[src/rtl/ccsg_pkg.sv]
// Shared types, constants and lookup tables of the contour cell segment generator.
// No dependencies; used by every module in rtl/ except ccsg_div.
package ccsg_pkg;

    localparam int CFG_W       = 7;
    localparam int COORD_W     = 8;
    localparam int PRES_W      = 15;
    localparam int PT_W        = 17;
    localparam int LEVEL_W     = 11;
    localparam int MAX_RESULTS = 32;
    localparam logic [CFG_W-1:0] INTERVAL_RESET = 7'd4;

    localparam logic [1:0] EDGE_TOP    = 2'd0;
    localparam logic [1:0] EDGE_RIGHT  = 2'd1;
    localparam logic [1:0] EDGE_BOTTOM = 2'd2;
    localparam logic [1:0] EDGE_LEFT   = 2'd3;

    typedef struct packed {
        logic [COORD_W-1:0] cell_x;
        logic [COORD_W-1:0] cell_y;
        logic [PRES_W-1:0]  p_top_left;
        logic [PRES_W-1:0]  p_top_right;
        logic [PRES_W-1:0]  p_bottom_right;
        logic [PRES_W-1:0]  p_bottom_left;
    } in_beat_t;

    typedef struct packed {
        logic [PT_W-1:0]    start_x;
        logic [PT_W-1:0]    start_y;
        logic [PT_W-1:0]    end_x;
        logic [PT_W-1:0]    end_y;
        logic [LEVEL_W-1:0] level_hpa;
        logic               truncated;
        logic               last;
    } out_beat_t;

    typedef struct packed {
        logic load;
        logic div_k0;
        logic cap_k0;
        logic div_k1;
        logic cap_k1;
        logic setup;
        logic cnt_step;
        logic emit_prep;
        logic lvl_next;
        logic div_pt;
        logic cap_pt;
        logic pt_b;
        logic out_load;
    } cmd_t;

    typedef struct packed {
        logic div_done;
        logic empty;
        logic lvl_done;
        logic cnt_zero;
        logic nseg_zero;
        logic seg_more;
        logic last_emit;
        logic out_free;
    } sts_t;

    function automatic logic [1:0] seg_count(input logic [3:0] cs);
        case (cs)
            4'd0, 4'd15: seg_count = 2'd0;
            4'd5, 4'd10: seg_count = 2'd2;
            default:     seg_count = 2'd1;
        endcase
    endfunction

    // idx = {segment, endpoint}
    function automatic logic [1:0] seg_edge(input logic [3:0] cs, input logic [1:0] idx);
        logic [7:0] row;
        unique case (cs)
            4'd1:    row = {EDGE_LEFT,   EDGE_BOTTOM, 4'd0};
            4'd2:    row = {EDGE_BOTTOM, EDGE_RIGHT,  4'd0};
            4'd3:    row = {EDGE_LEFT,   EDGE_RIGHT,  4'd0};
            4'd4:    row = {EDGE_RIGHT,  EDGE_TOP,    4'd0};
            4'd5:    row = {EDGE_TOP, EDGE_LEFT, EDGE_RIGHT, EDGE_BOTTOM};
            4'd6:    row = {EDGE_TOP,    EDGE_BOTTOM, 4'd0};
            4'd7:    row = {EDGE_LEFT,   EDGE_TOP,    4'd0};
            4'd8:    row = {EDGE_TOP,    EDGE_LEFT,   4'd0};
            4'd9:    row = {EDGE_TOP,    EDGE_BOTTOM, 4'd0};
            4'd10:   row = {EDGE_TOP, EDGE_RIGHT, EDGE_BOTTOM, EDGE_LEFT};
            4'd11:   row = {EDGE_TOP,    EDGE_RIGHT,  4'd0};
            4'd12:   row = {EDGE_RIGHT,  EDGE_LEFT,   4'd0};
            4'd13:   row = {EDGE_RIGHT,  EDGE_BOTTOM, 4'd0};
            4'd14:   row = {EDGE_BOTTOM, EDGE_LEFT,   4'd0};
            default: row = 8'd0;
        endcase
        unique case (idx)
            2'd0:    seg_edge = row[7:6];
            2'd1:    seg_edge = row[5:4];
            2'd2:    seg_edge = row[3:2];
            default: seg_edge = row[1:0];
        endcase
    endfunction

endpackage

[src/rtl/contour_cell_segment_generator_top.sv]
// Top level: contour interval register, sequencer and datapath.
// Depends on ccsg_pkg, ccsg_ctrl, ccsg_datapath.
//
// One cell at a time, through a single shared one-bit-per-cycle divider.
// A cell passes through:
//   - the accept state;
//   - two range divisions;
//   - a setup state;
//   - a count pass over the L levels in range;
//   - an emission prep state.
// Each emitted segment then adds two endpoint divisions and an output load, plus a
// level step where the segment opens a level, one per level without segments that is
// skipped, and any wait of the output register on m_ready. A cell with no level in
// range is done after the range divisions and the setup state. The finished segment
// sits in an output register, so the next cell is accepted while the final beat of a
// cell is still waiting to be taken.
module contour_cell_segment_generator_top
    import ccsg_pkg::*;
#(
    parameter int MAX_LEVELS = 16,
    parameter int FRAC_BITS  = 8
) (
    input  logic             aclk,
    input  logic             aresetn,
    input  logic             cfg_we,
    input  logic [CFG_W-1:0] cfg_wdata,
    input  logic             s_valid,
    output logic             s_ready,
    input  in_beat_t         s_data,
    output logic             m_valid,
    input  logic             m_ready,
    output out_beat_t        m_data
);
    logic [CFG_W-1:0] interval_reg;
    cmd_t cmd;
    sts_t sts;

    always_ff @(posedge aclk) begin
        if (!aresetn) begin
            interval_reg <= INTERVAL_RESET;
        end else if (cfg_we) begin
            interval_reg <= cfg_wdata;
        end
    end

    ccsg_ctrl u_ctrl (
        .aclk    (aclk),
        .aresetn (aresetn),
        .s_valid (s_valid),
        .s_ready (s_ready),
        .sts     (sts),
        .cmd     (cmd)
    );

    ccsg_datapath #(
        .MAX_LEVELS (MAX_LEVELS),
        .FRAC_BITS  (FRAC_BITS)
    ) u_dp (
        .aclk     (aclk),
        .aresetn  (aresetn),
        .cmd      (cmd),
        .sts      (sts),
        .interval (interval_reg),
        .in_data  (s_data),
        .m_valid  (m_valid),
        .m_ready  (m_ready),
        .m_data   (m_data)
    );
endmodule

[src/rtl/ccsg_div.sv]
// Restoring divider, one quotient bit per cycle.
// Depends on nothing; used by ccsg_datapath.
module ccsg_div #(
    parameter int NW = 25,
    parameter int DW = 16
) (
    input  logic          aclk,
    input  logic          aresetn,
    input  logic          start,
    input  logic [NW-1:0] num,
    input  logic [DW-1:0] den,
    output logic          done,
    output logic [NW-1:0] quot
);
    localparam int CW = $clog2(NW + 1);

    logic [NW-1:0] quo_reg, quo_next;
    logic [DW-1:0] rem_reg, rem_next;
    logic [DW-1:0] den_reg;
    logic [CW-1:0] cnt_reg;
    logic          busy_reg, done_reg;
    logic [DW:0]   trial;

    always_comb begin
        trial    = {rem_reg, quo_reg[NW-1]};
        quo_next = {quo_reg[NW-2:0], 1'b0};
        rem_next = trial[DW-1:0];
        if (trial >= {1'b0, den_reg}) begin
            rem_next    = DW'(trial - {1'b0, den_reg});
            quo_next[0] = 1'b1;
        end
    end

    always_ff @(posedge aclk) begin
        if (!aresetn) begin
            busy_reg <= 1'b0;
            done_reg <= 1'b0;
            cnt_reg  <= '0;
        end else begin
            done_reg <= 1'b0;
            if (start) begin
                busy_reg <= 1'b1;
                cnt_reg  <= '0;
            end else if (busy_reg) begin
                cnt_reg <= cnt_reg + 1'b1;
                if (cnt_reg == CW'(NW - 1)) begin
                    busy_reg <= 1'b0;
                    done_reg <= 1'b1;
                end
            end
        end
    end

    always_ff @(posedge aclk) begin
        if (start) begin
            quo_reg <= num;
            rem_reg <= '0;
            den_reg <= den;
        end else if (busy_reg) begin
            quo_reg <= quo_next;
            rem_reg <= rem_next;
        end
    end

    assign done = done_reg;
    assign quot = quo_reg;
endmodule

[src/rtl/ccsg_datapath.sv]
// Datapath: cell registers, level range, case lookup, endpoint interpolation, output beat.
// Depends on ccsg_pkg and ccsg_div.
module ccsg_datapath
    import ccsg_pkg::*;
#(
    parameter int MAX_LEVELS = 16,
    parameter int FRAC_BITS  = 8
) (
    input  logic             aclk,
    input  logic             aresetn,
    input  cmd_t             cmd,
    output sts_t             sts,
    input  logic [CFG_W-1:0] interval,
    input  in_beat_t         in_data,
    output logic             m_valid,
    input  logic             m_ready,
    output out_beat_t        m_data
);
    localparam int NW = FRAC_BITS + 17;
    localparam int DW = 16;
    localparam int LW = $clog2(MAX_LEVELS + 1);
    localparam int CW = $clog2(2 * MAX_LEVELS + 1);
    localparam int KW = 12;
    localparam int XW = COORD_W + FRAC_BITS + 1;
    localparam int TW = FRAC_BITS + 1;
    localparam logic [NW-1:0] ONE_N = NW'(1) << FRAC_BITS;
    localparam logic [XW-1:0] ONE_X = XW'(1) << FRAC_BITS;

    in_beat_t           cell_reg;
    logic [PRES_W-1:0]  mn_reg, mx_reg;
    logic [KW-1:0]      k0_reg, k1_reg;
    logic [KW-1:0]      level_reg, lev0_reg;
    logic [LW-1:0]      lvl_n_reg, lvl_idx_reg;
    logic [CW-1:0]      count_reg, total_reg, emitted_reg;
    logic               trunc_reg, seg_reg;
    logic [1:0]         edge_reg;
    logic               dz_reg;
    logic [PT_W-1:0]    ax_reg, ay_reg, bx_reg, by_reg;
    logic               m_valid_reg;
    out_beat_t          m_data_reg;

    logic [CFG_W-1:0]   iv;
    logic [10:0]        step16;
    logic [PRES_W-1:0]  mn_a, mn_b, mx_a, mx_b;
    logic [15:0]        lev16;
    logic [3:0]         cs;
    logic [1:0]         nseg;
    logic [KW-1:0]      diff;
    logic               lev_trunc;
    logic [1:0]         edge_sel;
    logic [PRES_W-1:0]  qa, qb, e_n, e_d;
    logic [PRES_W-1:0]  fa, fb;
    logic               div_start;
    logic [NW-1:0]      div_num, quot;
    logic [DW-1:0]      div_den;
    logic               div_done;
    logic [TW-1:0]      t;
    logic [XW-1:0]      bxw, byw, px, py;

    assign iv     = (interval == '0) ? CFG_W'(1) : interval;
    assign step16 = {iv, 4'b0};

    always_comb begin
        mn_a = (in_data.p_top_left < in_data.p_top_right) ? in_data.p_top_left
                                                           : in_data.p_top_right;
        mn_b = (in_data.p_bottom_right < in_data.p_bottom_left) ? in_data.p_bottom_right
                                                                 : in_data.p_bottom_left;
        mx_a = (in_data.p_top_left > in_data.p_top_right) ? in_data.p_top_left
                                                           : in_data.p_top_right;
        mx_b = (in_data.p_bottom_right > in_data.p_bottom_left) ? in_data.p_bottom_right
                                                                 : in_data.p_bottom_left;
    end

    assign lev16 = {level_reg, 4'b0};
    assign cs = {({1'b0, cell_reg.p_top_left}     >= lev16),
                 ({1'b0, cell_reg.p_top_right}    >= lev16),
                 ({1'b0, cell_reg.p_bottom_right} >= lev16),
                 ({1'b0, cell_reg.p_bottom_left}  >= lev16)};
    assign nseg = seg_count(cs);

    assign diff      = k1_reg - k0_reg;
    assign lev_trunc = {1'b0, diff} >= (KW + 1)'(MAX_LEVELS);

    // Edge operands for the endpoint about to be divided
    assign edge_sel = seg_edge(cs, {seg_reg, cmd.pt_b});
    always_comb begin
        case (edge_sel)
            EDGE_TOP:    begin qa = cell_reg.p_top_left;    qb = cell_reg.p_top_right;    end
            EDGE_RIGHT:  begin qa = cell_reg.p_top_right;   qb = cell_reg.p_bottom_right; end
            EDGE_BOTTOM: begin qa = cell_reg.p_bottom_left; qb = cell_reg.p_bottom_right; end
            default:     begin qa = cell_reg.p_top_left;    qb = cell_reg.p_bottom_left;  end
        endcase
        fa  = lev16[PRES_W-1:0];
        fb  = qa;
        e_n = ({1'b0, fb} > lev16) ? PRES_W'(fb - fa) : PRES_W'(lev16 - {1'b0, fb});
        e_d = (qb >= qa) ? qb - qa : qa - qb;
    end

    always_comb begin
        div_start = 1'b0;
        div_num   = '0;
        div_den   = '0;
        if (cmd.div_k0) begin
            div_start = 1'b1;
            div_num   = NW'({1'b0, mn_reg} + {5'd0, step16} - 16'd1);
            div_den   = DW'(step16);
        end else if (cmd.div_k1) begin
            div_start = 1'b1;
            div_num   = NW'(mx_reg);
            div_den   = DW'(step16);
        end else if (cmd.div_pt) begin
            div_start = 1'b1;
            div_num   = NW'({e_n, {(FRAC_BITS + 1){1'b0}}}) + NW'(e_d);
            div_den   = {e_d, 1'b0};
        end
    end

    ccsg_div #(.NW(NW), .DW(DW)) u_div (
        .aclk    (aclk),
        .aresetn (aresetn),
        .start   (div_start),
        .num     (div_num),
        .den     (div_den),
        .done    (div_done),
        .quot    (quot)
    );

    // Interpolated point from the finished division
    always_comb begin
        if (dz_reg)
            t = '0;
        else if (quot > ONE_N)
            t = TW'(ONE_N);
        else
            t = quot[TW-1:0];
        bxw = XW'({cell_reg.cell_x, {FRAC_BITS{1'b0}}});
        byw = XW'({cell_reg.cell_y, {FRAC_BITS{1'b0}}});
        case (edge_reg)
            EDGE_TOP:    begin px = bxw + XW'(t); py = byw;          end
            EDGE_RIGHT:  begin px = bxw + ONE_X;  py = byw + XW'(t); end
            EDGE_BOTTOM: begin px = bxw + XW'(t); py = byw + ONE_X;  end
            default:     begin px = bxw;          py = byw + XW'(t); end
        endcase
    end

    always_ff @(posedge aclk) begin
        if (cmd.load) begin
            cell_reg <= in_data;
            mn_reg   <= (mn_a < mn_b) ? mn_a : mn_b;
            mx_reg   <= (mx_a > mx_b) ? mx_a : mx_b;
        end
        if (cmd.cap_k0) k0_reg <= quot[KW-1:0];
        if (cmd.cap_k1) k1_reg <= quot[KW-1:0];
        if (cmd.setup) begin
            lev0_reg    <= KW'(k0_reg * iv);
            level_reg   <= KW'(k0_reg * iv);
            trunc_reg   <= lev_trunc;
            lvl_n_reg   <= lev_trunc ? LW'(MAX_LEVELS) : LW'(diff + 1'b1);
            lvl_idx_reg <= '0;
            count_reg   <= '0;
        end
        if (cmd.cnt_step) begin
            count_reg   <= count_reg + CW'(nseg);
            level_reg   <= level_reg + KW'(iv);
            lvl_idx_reg <= lvl_idx_reg + 1'b1;
        end
        if (cmd.emit_prep) begin
            level_reg   <= lev0_reg;
            emitted_reg <= '0;
            seg_reg     <= 1'b0;
            if (int'(count_reg) > MAX_RESULTS) begin
                trunc_reg <= 1'b1;
                total_reg <= CW'(MAX_RESULTS);
            end else begin
                total_reg <= count_reg;
            end
        end
        if (cmd.lvl_next) level_reg <= level_reg + KW'(iv);
        if (cmd.div_pt) begin
            edge_reg <= edge_sel;
            dz_reg   <= (e_d == '0);
        end
        if (cmd.cap_pt) begin
            if (cmd.pt_b) begin
                bx_reg <= PT_W'(px);
                by_reg <= PT_W'(py);
            end else begin
                ax_reg <= PT_W'(px);
                ay_reg <= PT_W'(py);
            end
        end
        if (cmd.out_load) begin
            m_data_reg.start_x   <= ax_reg;
            m_data_reg.start_y   <= ay_reg;
            m_data_reg.end_x     <= bx_reg;
            m_data_reg.end_y     <= by_reg;
            m_data_reg.level_hpa <= level_reg[LEVEL_W-1:0];
            m_data_reg.truncated <= trunc_reg;
            m_data_reg.last      <= sts.last_emit;
            emitted_reg          <= emitted_reg + 1'b1;
            if (sts.seg_more) begin
                seg_reg <= 1'b1;
            end else begin
                seg_reg   <= 1'b0;
                level_reg <= level_reg + KW'(iv);
            end
        end
    end

    always_ff @(posedge aclk) begin
        if (!aresetn) begin
            m_valid_reg <= 1'b0;
        end else if (cmd.out_load) begin
            m_valid_reg <= 1'b1;
        end else if (m_ready) begin
            m_valid_reg <= 1'b0;
        end
    end

    always_comb begin
        sts.div_done  = div_done;
        sts.empty     = k1_reg < k0_reg;
        sts.lvl_done  = lvl_idx_reg == lvl_n_reg;
        sts.cnt_zero  = count_reg == '0;
        sts.nseg_zero = nseg == 2'd0;
        sts.seg_more  = !seg_reg && (nseg == 2'd2);
        sts.last_emit = (emitted_reg + 1'b1) == total_reg;
        sts.out_free  = !m_valid_reg || m_ready;
    end

    assign m_valid = m_valid_reg;
    assign m_data  = m_data_reg;
endmodule

[src/rtl/ccsg_ctrl.sv]
// Sequencer: range divisions, segment count pass, then per-segment emission.
// Depends on ccsg_pkg; drives ccsg_datapath through cmd_t / sts_t.
module ccsg_ctrl
    import ccsg_pkg::*;
(
    input  logic aclk,
    input  logic aresetn,
    input  logic s_valid,
    output logic s_ready,
    input  sts_t sts,
    output cmd_t cmd
);
    typedef enum logic [3:0] {
        ST_IDLE, ST_DK0, ST_WK0, ST_DK1, ST_WK1, ST_SETUP, ST_CNT, ST_EPREP,
        ST_ELEV, ST_EDA, ST_WDA, ST_EDB, ST_WDB, ST_EOUT
    } state_t;

    state_t state_reg, state_next;

    always_comb begin
        cmd        = '0;
        state_next = state_reg;
        unique case (state_reg)
            ST_IDLE: begin
                if (s_valid) begin
                    cmd.load   = 1'b1;
                    state_next = ST_DK0;
                end
            end
            ST_DK0: begin
                cmd.div_k0 = 1'b1;
                state_next = ST_WK0;
            end
            ST_WK0: begin
                if (sts.div_done) begin
                    cmd.cap_k0 = 1'b1;
                    state_next = ST_DK1;
                end
            end
            ST_DK1: begin
                cmd.div_k1 = 1'b1;
                state_next = ST_WK1;
            end
            ST_WK1: begin
                if (sts.div_done) begin
                    cmd.cap_k1 = 1'b1;
                    state_next = ST_SETUP;
                end
            end
            ST_SETUP: begin
                if (sts.empty) begin
                    state_next = ST_IDLE;
                end else begin
                    cmd.setup  = 1'b1;
                    state_next = ST_CNT;
                end
            end
            ST_CNT: begin
                if (sts.lvl_done) state_next = ST_EPREP;
                else cmd.cnt_step = 1'b1;
            end
            ST_EPREP: begin
                if (sts.cnt_zero) begin
                    state_next = ST_IDLE;
                end else begin
                    cmd.emit_prep = 1'b1;
                    state_next    = ST_ELEV;
                end
            end
            ST_ELEV: begin
                if (sts.nseg_zero) cmd.lvl_next = 1'b1;
                else state_next = ST_EDA;
            end
            ST_EDA: begin
                cmd.div_pt = 1'b1;
                state_next = ST_WDA;
            end
            ST_WDA: begin
                if (sts.div_done) begin
                    cmd.cap_pt = 1'b1;
                    state_next = ST_EDB;
                end
            end
            ST_EDB: begin
                cmd.div_pt = 1'b1;
                cmd.pt_b   = 1'b1;
                state_next = ST_WDB;
            end
            ST_WDB: begin
                cmd.pt_b = 1'b1;
                if (sts.div_done) begin
                    cmd.cap_pt = 1'b1;
                    state_next = ST_EOUT;
                end
            end
            ST_EOUT: begin
                if (sts.out_free) begin
                    cmd.out_load = 1'b1;
                    if (sts.last_emit)     state_next = ST_IDLE;
                    else if (sts.seg_more) state_next = ST_EDA;
                    else                   state_next = ST_ELEV;
                end
            end
            default: state_next = ST_IDLE;
        endcase
    end

    always_ff @(posedge aclk) begin
        if (!aresetn) begin
            state_reg <= ST_IDLE;
        end else begin
            state_reg <= state_next;
        end
    end

    assign s_ready = (state_reg == ST_IDLE);
endmodule
[config.mk]
export PLATFORM = sky130hd
export DESIGN_NAME = contour_cell_segment_generator_top
export DESIGN_NICKNAME = d
export VERILOG_FILES = /design/src/rtl/ccsg_pkg.sv /design/src/rtl/contour_cell_segment_generator_top.sv /design/src/rtl/ccsg_div.sv /design/src/rtl/ccsg_datapath.sv /design/src/rtl/ccsg_ctrl.sv
export SDC_FILE = /design/constraint.sdc
export NUM_CORES = 1
export LEC_CHECK = 0
export BUFFER_PORTS_ARGS = -buffer_cell sky130_fd_sc_hd__buf_2
export CORE_ASPECT_RATIO = 2
export CORE_MARGIN = 3
export CORE_UTILIZATION = 60
export DETAILED_ROUTE_END_ITERATION = 10
export GPL_TIMING_DRIVEN = 0
export HOLD_SLACK_MARGIN = 0.05
export PLACE_DENSITY_LB_ADDON = 0.25
export SYNTH_ARGS = -nofsm -noshare
export SYNTH_HDL_FRONTEND = slang
export SYNTH_SLANG_ARGS = --single-unit
export TNS_END_PERCENT = 5
[constraint.sdc]
create_clock -name aclk -period 13.05 [get_ports aclk]
set_clock_uncertainty 0.2 [all_clocks]
set_input_delay 1.9575 -clock aclk [delete_from_list [all_inputs] [get_ports aclk]]
set_output_delay 1.9575 -clock aclk [all_outputs]
set_load 0.005 [all_outputs]
Yosys cells after proc, flatten, opt, wreduce, memory -nomap -nowiden
Memory sizes are Yosys's and may differ from the RTL's. Index checks and enable logic that the tools add are counted.

Add/sub/neg operators: 19. Multipliers: 1. Order comparisons: 17. Equality and inequality tests: 34. Muxes and demuxes: 87. Bitwise logic cells: 4. Reduce and logical (&&, ||, !) cells: 31.

Operator list (count): 25-bit two-way mux (5); 15-bit two-way mux (8); 12-bit two-way mux (6); 17-bit one-hot mux with 2 select lines (2); 15-bit by 16-bit >= comparator with 1-bit output (4); 15-bit one-hot mux with 2 select lines (2); 15-bit subtractor (4); 4-bit one-hot mux with 14 select lines (1); 15-bit > comparator (3); 15-bit less-than comparator (3); 4-bit two-way mux (10); 1-bit two-way mux (37); 16-bit by 9-bit adder with 17-bit output (2); 16-bit by 9-bit adder with 17-bit output (second input constant) (2); 11-bit two-way mux (3); 4-bit == test (second input constant) (8); 24-bit by 15-bit adder with 25-bit output (1); 25-bit by 9-bit > comparator with 1-bit output (second input constant) (1); 25-bit by 1-bit subtractor with 25-bit output (second input constant) (1); 6-bit two-way mux (4); 4-bit by 3-bit == test with 1-bit output (second input constant) (5); 9-bit two-way mux (2); 2-bit OR reduction (9); 17-bit by 16-bit >= comparator with 1-bit output (1); other kinds (41) (69).

Register bits after elaboration: 412. ROM bits: 128. Input port bits: 88. Output and inout bits: 83. Logic and storage cells: 237. Memories: 1.

Memories: (no name shown) (words 16, bits a word 8, rd ports 1, clocked after memory_dff 0, wr ports 0, RTL line ccsg_pkg.sv:75) `unique case (cs)`.

Logic depth before layout (Yosys ltp)
Gate-level depths: netlist of run 1.

Word-level depth: 15. Gate-level depth with buffers: 46. Depth with buffers taken out: 43.

Cells and area by module
From an unflattened synthesis of run 1, not the netlist that was laid out.

Cells, all modules: 2488. Area total of the unflattened synthesis: 26904.6 um^2.

By module, submodules not included: ccsg_datapath (instances 1, cells an instance 2086, area each 22806.9 um^2, sequential area each 9979.6 um^2); ccsg_div (instances 1, cells an instance 318, area each 3412.0 um^2, sequential area each 1691.6 um^2); ccsg_ctrl (instances 1, cells an instance 62, area each 422.9 um^2, sequential area each 80.1 um^2); contour_cell_segment_generator_top (instances 1, cells an instance 22, area each 262.8 um^2, sequential area each 140.1 um^2).

Worst setup path before layout of run 1
No wires, ideal clock.

Path kind: register to register. From: register u_dp.level_reg[7]. To: register u_dp.u_div.quo_reg[21], in the netlist u_dp.u_div.quot[21] (data pin). Setup time: 258 ps. Data arrival time: 8914 ps. Required time: 12592 ps. Setup slack: 3678 ps. Cell stages (with the launch flop): 44. Path buffers: 4. Clock period less this slack: 9372 ps. Cells stage by stage: dfxtp_1 -> inv_1 -> ha_1 -> and3_1 -> a221o_1 -> a21oi_1 -> o21ai_1 -> a221o_1 -> and2_1 -> inv_1 -> ha_1 -> nor3b_2 -> a221oi_1 -> a211oi_2 -> inv_1 -> ha_1 -> clkbuf_1 -> clkbuf_1 -> [8 not listed] -> o41a_1 -> buf_2 -> or3b_1 -> a31o_2 -> a211oi_2 -> ha_1 -> inv_1 -> fa_1 -> nor2b_1 -> o21ai_0 -> nand2b_1 -> a21o_1 -> a21o_1 -> nand2_1 -> or4_1 -> nand2b_1 -> mux2i_1 -> nor3b_1.

Cells in the longest elaborated chain, start to end: 13. Elaborated cells between the ends (all ways): 25. Classes of those cells: add/sub (5); order compare (6); eq/ne (2); mux (9); reduce/logical (2); memory (1).

RTL lines: start, declared (RTL line ccsg_datapath.sv:32) `logic [KW-1:0] level_reg, lev0_reg;`; start signal, assigned (RTL line ccsg_datapath.sv:156) `level_reg <= KW'(k0_reg * iv);`; start signal, assigned (RTL line ccsg_datapath.sv:164) `level_reg <= level_reg + KW'(iv);`; start signal, assigned (RTL line ccsg_datapath.sv:168) `level_reg <= lev0_reg;`; 15-bit by 16-bit >= comparator with 1-bit output (on tied branches); memory 16 x 8 bit *; 2-bit one-hot mux with 3 select lines * (RTL line ccsg_pkg.sv:92) `unique case (idx)`; net u_dp.edge_sel[0] (RTL line ccsg_datapath.sv:50) `logic [1:0] edge_sel;`; 2-bit by 1-bit == test with 1-bit output / 2-bit == test (equally long branches) (RTL line ccsg_datapath.sv:87) `case (edge_sel)`; 2-bit OR reduction (no line); 15-bit one-hot mux with 2 select lines (RTL line ccsg_datapath.sv:87); 15-bit subtractor / 15-bit >= comparator (equally long branches) (RTL line ccsg_datapath.sv:96) `e_d = (qb >= qa) ? qb - qa : qa - qb;`; 15-bit two-way mux (RTL line ccsg_datapath.sv:96); 24-bit by 15-bit adder with 25-bit output * (RTL line ccsg_datapath.sv:113) `div_num = NW'({e_n, {(FRAC_BITS + 1){1'b0}}}) + NW'(e_d);`; 25-bit two-way mux * (RTL line ccsg_datapath.sv:111) `end else if (cmd.div_pt) begin`; 25-bit two-way mux * (RTL line ccsg_datapath.sv:107) `end else if (cmd.div_k1) begin`; 25-bit two-way mux * (RTL line ccsg_datapath.sv:103) `if (cmd.div_k0) begin`; 25-bit two-way mux * (RTL line ccsg_div.sv:55) `if (start) begin`; end signal, assigned (RTL line ccsg_div.sv:56) `quo_reg <= num;`; end signal, assigned (RTL line ccsg_div.sv:60) `quo_reg <= quo_next;`; end, declared (RTL line ccsg_div.sv:17) `logic [NW-1:0] quo_reg, quo_next;`.

Mark *: on every way through the listed nets, which the timed path passes. The rest lies on a longest branch. A chain may end at the register's enable or synchronous reset.

Final worst setup path of run 1
From: register u_dp.level_reg[0]. To: register u_dp.u_div.quo_reg[21], in the netlist u_dp.u_div.quot[21] (data pin).

Same word-level chain as after synthesis.

==> results.py, run 1 <==
metrics = {
    "timing": {
        "slew_headroom_pct": 9.23,
        "final-max-slew-violation-count": 0,
        "grt_setup_unrepaired": "no",
        "min_period_ps": 12570,
        "max_slew.worst_pin.slew_ps": 1360,
        "aggregate_negative_setup_slack_ps": 0,
        "min_period_over_period_pct": 96.3,
        "finalHoldViolations": 0,
        "report.final.setup_viol": 0,
        "timing.fmax_mhz": 79.6,
    },
    "yosys": {
        "netlist_area_um2": 26100,
        "netlist_instances": 2424,
        "synth_enable_flop_cells": 363,
        "synth-main-ff-cell": "sky130_fd_sc_hd__edfxtp_1",
        "ys_async_sr_fraction_pct": 0,
        "sequential_area_share_after_synthesis_pct": 45.4,
        "ys_seq_elements": 411,
        "syn_nets": 2790,
        "warnings_synthesis": 0,
        "post_synth.cell_area_avg_um2": 10.8,
        "synth_cell_type_count": 101,
    },
    "floorplanning": {
        "initial_utilization_pct": 61.0,
        "pin_count": 171,
        "die_h_um": 301,
        "dieWidth_um": 154,
        "core-area_um2": 42800,
        "fp-row-count": 107,
        "design.die.area_um2": 46300,
    },
    "clocking": {
        "clkSinkCount": 411,
        "number_of_cts_inserted_buffers": 37,
        "clkLatencyLatePin_ps": 560,
        "cts_buffer_depth": 3,
        "cts.hold.buffers_added": 0,
        "clock_tree_from_tritoncts": "built",
        "cts-htree-levels": 2,
        "postCtsSetupRepairBufs": 0,
        "root_cell_of_the_clock_tree": "sky130_fd_sc_hd__clkbuf_16",
        "post_cts_clock_slew_at_the_launch_and_capture_registers_of_the_worst_setup_and_hold_paths_ps": 70,
    },
    "drt": {
        "routedWlPerCell_um": 25.7,
        "drt-pass1-iter-count": 9,
        "drc": 0,
        "postRouteWirelength_um": 82600,
        "routed-via-count": 20400,
        "detail_route.vias_per_cell": 6.36,
        "drt_iter0_markers": 1330,
        "ant_nets": 0,
    },
    "setup_path": {
        "cp-start-kind": "register",
        "timing.critical_path.mode_cell": "sky130_fd_sc_hd__ha_1",
        "cp.arrival_ps": 12760,
        "crit_fanout": 10,
        "crit_cells": 42,
        "cpLargestDelayFamily": "compound AO/OA/AOI/OAI gates",
        "critical_path.max_stage_delay_ps": 760,
        "critical_path.endpoint_type": "register",
        "timing.critical_path.slowest_stage_cell": "sky130_fd_sc_hd__dfxtp_1",
        "required_time_at_the_worst_slack_endpoint_ps": 13240,
        "crit_buf_inv": 8,
        "worst_r2r_path_depth": 42,
        "worstSetupPathType": "reg -> reg",
    },
    "global_routing": {
        "initial_antenna_violation_count": 0,
        "grt_pass1_wl_um": 123000,
        "via_count_of_the_first_global_routing_pass": 21300,
        "grt_start_max_net_pins": 77,
        "overflow": 0,
        "grt_use_total_pct": 35.3,
    },
    "layout": {
        "layout_commonest_cell": "sky130_fd_sc_hd__edfxtp_1",
        "number_of_flip_flops_in_the_largest_register": 81,
        "layout_common_cells": "sky130_fd_sc_hd__edfxtp_1 (363), sky130_fd_sc_hd__ha_1 (237), sky130_fd_sc_hd__inv_1 (202), sky130_fd_sc_hd__buf_2 (180), sky130_fd_sc_hd__nor2_1 (163)",
        "final_core_util_pct": 67.9,
        "drive_gt1_share_pct": 11.4,
        "insertedDiodeCount": 0,
        "num-nets-final": 3003,
        "area_growth_pct": 11.2,
    },
    "placed_design": {
        "io_buffers": 169,
        "post-dp-hpwl_um": 65600,
        "finalWeightedCongestion": 1.06,
    },
    "power": {
        "cellLeakagePower_nw": 11.9,
        "power_density_nw_per_um2": 222,
        "vdd.ir_drop.worst_mv": 0.191,
    },
    "job": {
        "max-cap-violations": 0,
    },
    "worst_hold_path": {
        "worstHoldPathType": "reg -> reg",
        "hold_path_depth": 0,
    },
    "run_status": {
        "outcome": "finished, final reports clean",
    },
}
[timing repair]
action	CTS	global route
endpoints found under the hold margin	0	0
setup endpoints to repair	0	2
resized for setup	0	3
[stage by stage]
stage	cells	setup slack, ps	hold slack, ps	total power, mW	area, µm²
final	3211	485	214	6.45	29100
after global routing	3211	42.1	220	6.77	29100
after CTS	3211	533	214	6.34	29100
after detailed placement	3143	517	205	5.18	27800
after global placement	3138	728	200	5.08	27700
after floorplan	2424	3680	200	4.10	26100
[per-layer routing]
metal / track usage, % / vias up / share of wire (%)
met5: 0 / - / 0
li1: - / 9286 / -
met4: 34.2 / 0 / 12
met3: 5.54 / 414 / 5.6
met2: 65.9 / 1003 / 52
met1: 30.7 / 9719 / 29
[worst reg2reg max path, delay by kind of cell, from the launching register on]
family	cells	cell delay (ps)
AO/OA/AOI/OAI	15	3910
adder cells (fa/ha/maj)	6	2200
buffers and inverters	8	2020
flip-flops	1	760
multiplexers	1	150
AND/OR/NAND/NOR	12	3170
[power breakdown]
| group | leakage [nW] | switching [mW] | internal (mW) |
|---|---|---|---|
| Sequential | 3.53 | 0.179 | 1.64 |
| Combinational | 7.70 | 2.21 | 1.26 |
| Clock | 0.619 | 0.512 | 0.653 |
| Total | 11.9 | 2.90 | 3.56 |
[final cells by class]
type | count | area [µm²]
timing repair buffer | 174 | 946
sequential | 411 | 11900
clock inverter | 22 | 289
fill | 3355 | 13800
tap | 545 | 682
buffer | 91 | 379
inverter | 206 | 776
multi-input combinational | 1716 | 13100
clock buffer | 46 | 991
[kinds of logic (layout without fill, tap and decap cells)]
kind of cell / count (synthesis) / count (layout) / synth area share [%]
AO/OA/AOI/OAI: 548 / 548 / 14.3
XOR/XNOR: 137 / 137 / 4.62
adder cells (fa/ha/maj): 278 / 278 / 14.5
buffers and inverters: 297 / 539 / 4.40
flip-flops: 411 / 411 / 45.4
multiplexers: 119 / 119 / 4.60
AND/OR/NAND/NOR: 634 / 634 / 12.2
[cell usage after synthesis, types with 7 or more instances]
master / number / area share (%)
sky130_fd_sc_hd__a21oi_1: 155 / 3.0
sky130_fd_sc_hd__or3_1: 7 / 0.17
sky130_fd_sc_hd__nand2_1: 154 / 2.2
sky130_fd_sc_hd__a22oi_1: 19 / 0.55
sky130_fd_sc_hd__o31ai_1: 10 / 0.29
sky130_fd_sc_hd__nand4_1: 30 / 0.72
sky130_fd_sc_hd__o211ai_1: 8 / 0.23
sky130_fd_sc_hd__nor4_1: 19 / 0.45
sky130_fd_sc_hd__ha_1: 237 / 11
sky130_fd_sc_hd__buf_1: 9 / 0.13
sky130_fd_sc_hd__mux2_2: 9 / 0.39
sky130_fd_sc_hd__dfxtp_1: 48 / 3.7
sky130_fd_sc_hd__a21o_1: 53 / 1.5
sky130_fd_sc_hd__fa_1: 41 / 3.1
sky130_fd_sc_hd__o21bai_1: 7 / 0.20
sky130_fd_sc_hd__a211oi_1: 7 / 0.20
sky130_fd_sc_hd__nor2_1: 165 / 2.4
sky130_fd_sc_hd__xor2_1: 60 / 2.0
sky130_fd_sc_hd__o21ai_0: 103 / 2.0
sky130_fd_sc_hd__or4_1: 8 / 0.23
sky130_fd_sc_hd__a31oi_1: 13 / 0.31
sky130_fd_sc_hd__nor3_1: 24 / 0.46
sky130_fd_sc_hd__nand2b_1: 23 / 0.55
sky130_fd_sc_hd__o21ai_1: 9 / 0.17
sky130_fd_sc_hd__mux2i_1: 110 / 4.2
sky130_fd_sc_hd__clkbuf_1: 69 / 0.99
sky130_fd_sc_hd__a221o_1: 21 / 0.80
sky130_fd_sc_hd__nor2b_1: 43 / 1.0
sky130_fd_sc_hd__a21boi_0: 8 / 0.23
sky130_fd_sc_hd__nor3b_1: 21 / 0.60
sky130_fd_sc_hd__buf_2: 10 / 0.19
sky130_fd_sc_hd__and3_1: 15 / 0.36
sky130_fd_sc_hd__inv_1: 203 / 2.9
sky130_fd_sc_hd__nand3_1: 43 / 0.82
sky130_fd_sc_hd__a221oi_1: 8 / 0.27
sky130_fd_sc_hd__xnor2_1: 76 / 2.5
sky130_fd_sc_hd__o21a_1: 22 / 0.63
sky130_fd_sc_hd__and2_1: 50 / 1.2
sky130_fd_sc_hd__edfxtp_1: 363 / 42
sky130_fd_sc_hd__o22ai_1: 12 / 0.29
sky130_fd_sc_hd__a222oi_1: 7 / 0.27
sky130_fd_sc_hd__a221oi_2: 10 / 0.57
[worst paths after layout]
path	from	end	slack, ps
max	u_dp.level_reg[0]	u_dp.u_div.quot[21]	480
min	u_dp.ax_reg[11]	u_dp.m_data[75]	210
max reg2reg	u_dp.level_reg[0]	u_dp.u_div.quot[21]	480
min reg2reg	u_dp.ax_reg[11]	u_dp.m_data[75]	210
Note: power is estimated with default switching activity, not from simulation.
==> run 2, diff against run 1 <==
--- a/config.mk
+++ b/config.mk
@@ -12,7 +12,7 @@
 export DETAILED_ROUTE_END_ITERATION = 10
 export GPL_TIMING_DRIVEN = 0
 export HOLD_SLACK_MARGIN = 0.05
-export PLACE_DENSITY_LB_ADDON = 0.25
+export PLACE_DENSITY_LB_ADDON = 0.05
 export SYNTH_ARGS = -nofsm -noshare
 export SYNTH_HDL_FRONTEND = slang
 export SYNTH_SLANG_ARGS = --single-unit
==> results.py, run 2 (same netlist as run 1, synthesis figures left out) <==
metrics = {
    "power": {
        "cellLeakagePower_nw": 11.8,
        "vdd.ir_drop.worst_mv": 0.151,
        "power_density_nw_per_um2": 220,
        "fin_total_pwr_mw": 6.38,
    },
    "layout": {
        "final_core_util_pct": 67.7,
        "layout_common_cells": "sky130_fd_sc_hd__edfxtp_1 (363), sky130_fd_sc_hd__ha_1 (237), sky130_fd_sc_hd__inv_1 (202), sky130_fd_sc_hd__buf_2 (179), sky130_fd_sc_hd__nor2_1 (163)",
        "number_of_flip_flops_in_the_largest_register": 81,
        "layout_commonest_cell": "sky130_fd_sc_hd__edfxtp_1",
        "fin_area_um2": 29000,
        "num-nets-final": 3002,
        "area_growth_pct": 10.9,
        "insertedDiodeCount": 0,
        "drive_gt1_share_pct": 11.5,
        "instances_no_fill": 3208,
    },
    "clocking": {
        "cts_buffer_depth": 3,
        "clkLatencyLatePin_ps": 570,
        "clock_tree_from_tritoncts": "built",
        "cts-htree-levels": 2,
        "postCtsSetupRepairBufs": 0,
        "cts.hold.buffers_added": 0,
        "root_cell_of_the_clock_tree": "sky130_fd_sc_hd__clkbuf_16",
        "number_of_cts_inserted_buffers": 37,
        "clkSinkCount": 411,
        "post_cts_clock_slew_at_the_launch_and_capture_registers_of_the_worst_setup_and_hold_paths_ps": 70,
    },
    "timing": {
        "timing.hold.ws_ps": 216,
        "finalHoldViolations": 0,
        "timing.fmax_mhz": 79.5,
        "max_slew.worst_pin.slew_ps": 1410,
        "report.final.setup_viol": 0,
        "aggregate_negative_setup_slack_ps": 0,
        "grt_setup_unrepaired": "no",
        "final-max-slew-violation-count": 0,
        "min_period_over_period_pct": 96.3,
        "slew_headroom_pct": 5.87,
        "min_period_ps": 12570,
        "crit_path_setup_slack_layout_ps": 478,
    },
    "setup_path": {
        "timing.critical_path.mode_cell": "sky130_fd_sc_hd__ha_1",
        "crit_fanout": 10,
        "worstSetupPathType": "reg -> reg",
        "required_time_at_the_worst_slack_endpoint_ps": 13230,
        "cp.arrival_ps": 12760,
        "critical_path.endpoint_type": "register",
        "critical_path.max_stage_delay_ps": 770,
        "timing.critical_path.slowest_stage_cell": "sky130_fd_sc_hd__dfxtp_1",
        "cp-start-kind": "register",
    },
    "global_routing": {
        "grt_use_total_pct": 35.4,
        "initial_antenna_violation_count": 0,
        "overflow": 0,
        "grt_pass1_wl_um": 122000,
        "grt_start_max_net_pins": 78,
        "via_count_of_the_first_global_routing_pass": 21000,
    },
    "placed_design": {
        "io_buffers": 169,
        "finalWeightedCongestion": 1.08,
        "place.detailed.instances": 3142,
        "post-dp-hpwl_um": 67600,
        "placed_area_um2": 27800,
        "post-place-ws_ps": 165,
    },
    "run_status": {
        "outcome": "finished, final reports clean",
    },
    "worst_hold_path": {
        "worstHoldPathType": "reg -> reg",
    },
    "floorplanning": {
        "fp-row-count": 107,
        "dieWidth_um": 154,
        "pin_count": 171,
        "initial_utilization_pct": 61.0,
        "die_h_um": 301,
        "design.die.area_um2": 46300,
        "core-area_um2": 42800,
    },
    "drt": {
        "postRouteWirelength_um": 83700,
        "routedWlPerCell_um": 26.1,
        "routed-via-count": 20300,
        "drt_iter0_markers": 1301,
        "drc": 0,
        "ant_nets": 0,
        "drt-pass1-iter-count": 9,
        "detail_route.vias_per_cell": 6.33,
    },
    "job": {
        "max-cap-violations": 0,
    },
}
run 2: cell count changes in the layout (fill, tap and decap cells not counted), sizes merged:
cell,delta
buf,-1
bufinv,-2
clkbuf,-7
clkinv,+6
clkinvlp,+1
run 2: cell type report:
cell class	instances	area [µm²]
clock inverter	27	250
sequential	411	11900
tap	545	682
fill	3307	13800
buffer	91	379
inverter	206	776
multi-input combinational	1716	13200
timing repair buffer	173	956
clock buffer	39	933
run 2: critical path: cells and delay by family, from the launching register on:
kind | cells | cell delay (ps)
AOI/OAI and AO/OA | 15 | 3780
DFF | 1 | 770
buffers and inverters | 7 | 1950
and+or+nand+nor | 12 | 3400
adders and majority gates | 6 | 2050
muxes | 1 | 150
run 2: where the power goes:
group	internal [mW]	switching, mW	total (mW)
combinational	1.26	2.20	3.47
clock	0.589	0.508	1.10
sequential	1.64	0.175	1.82
total	3.49	2.88	6.38
run 2: path summary, 6_finish.rpt:
path	start	endpoint	slack, ps	depth (start not counted)
setup / recovery	u_dp.level_reg[0]	u_dp.u_div.quot[21]	480	41
hold / removal	u_dp.by_reg[16]	u_dp.m_data[29]	220	0
setup reg to reg	u_dp.level_reg[0]	u_dp.u_div.quot[21]	480	41
hold reg to reg	u_dp.by_reg[16]	u_dp.m_data[29]	220	0
run 2: timing repair:
item	in CTS	in global routing
resized for setup	0	6
endpoints found under the setup margin	0	6
endpoints found under the hold margin	0	0
run 2: metal layers:
layer	track usage, %	routed length [µm]	vias to the layer above
li1	-	-	9283
met1	29.8	24500	9737
met4	34.6	10200	0
met5	0	0	-
met2	67.9	45200	887
met3	4.38	3780	385
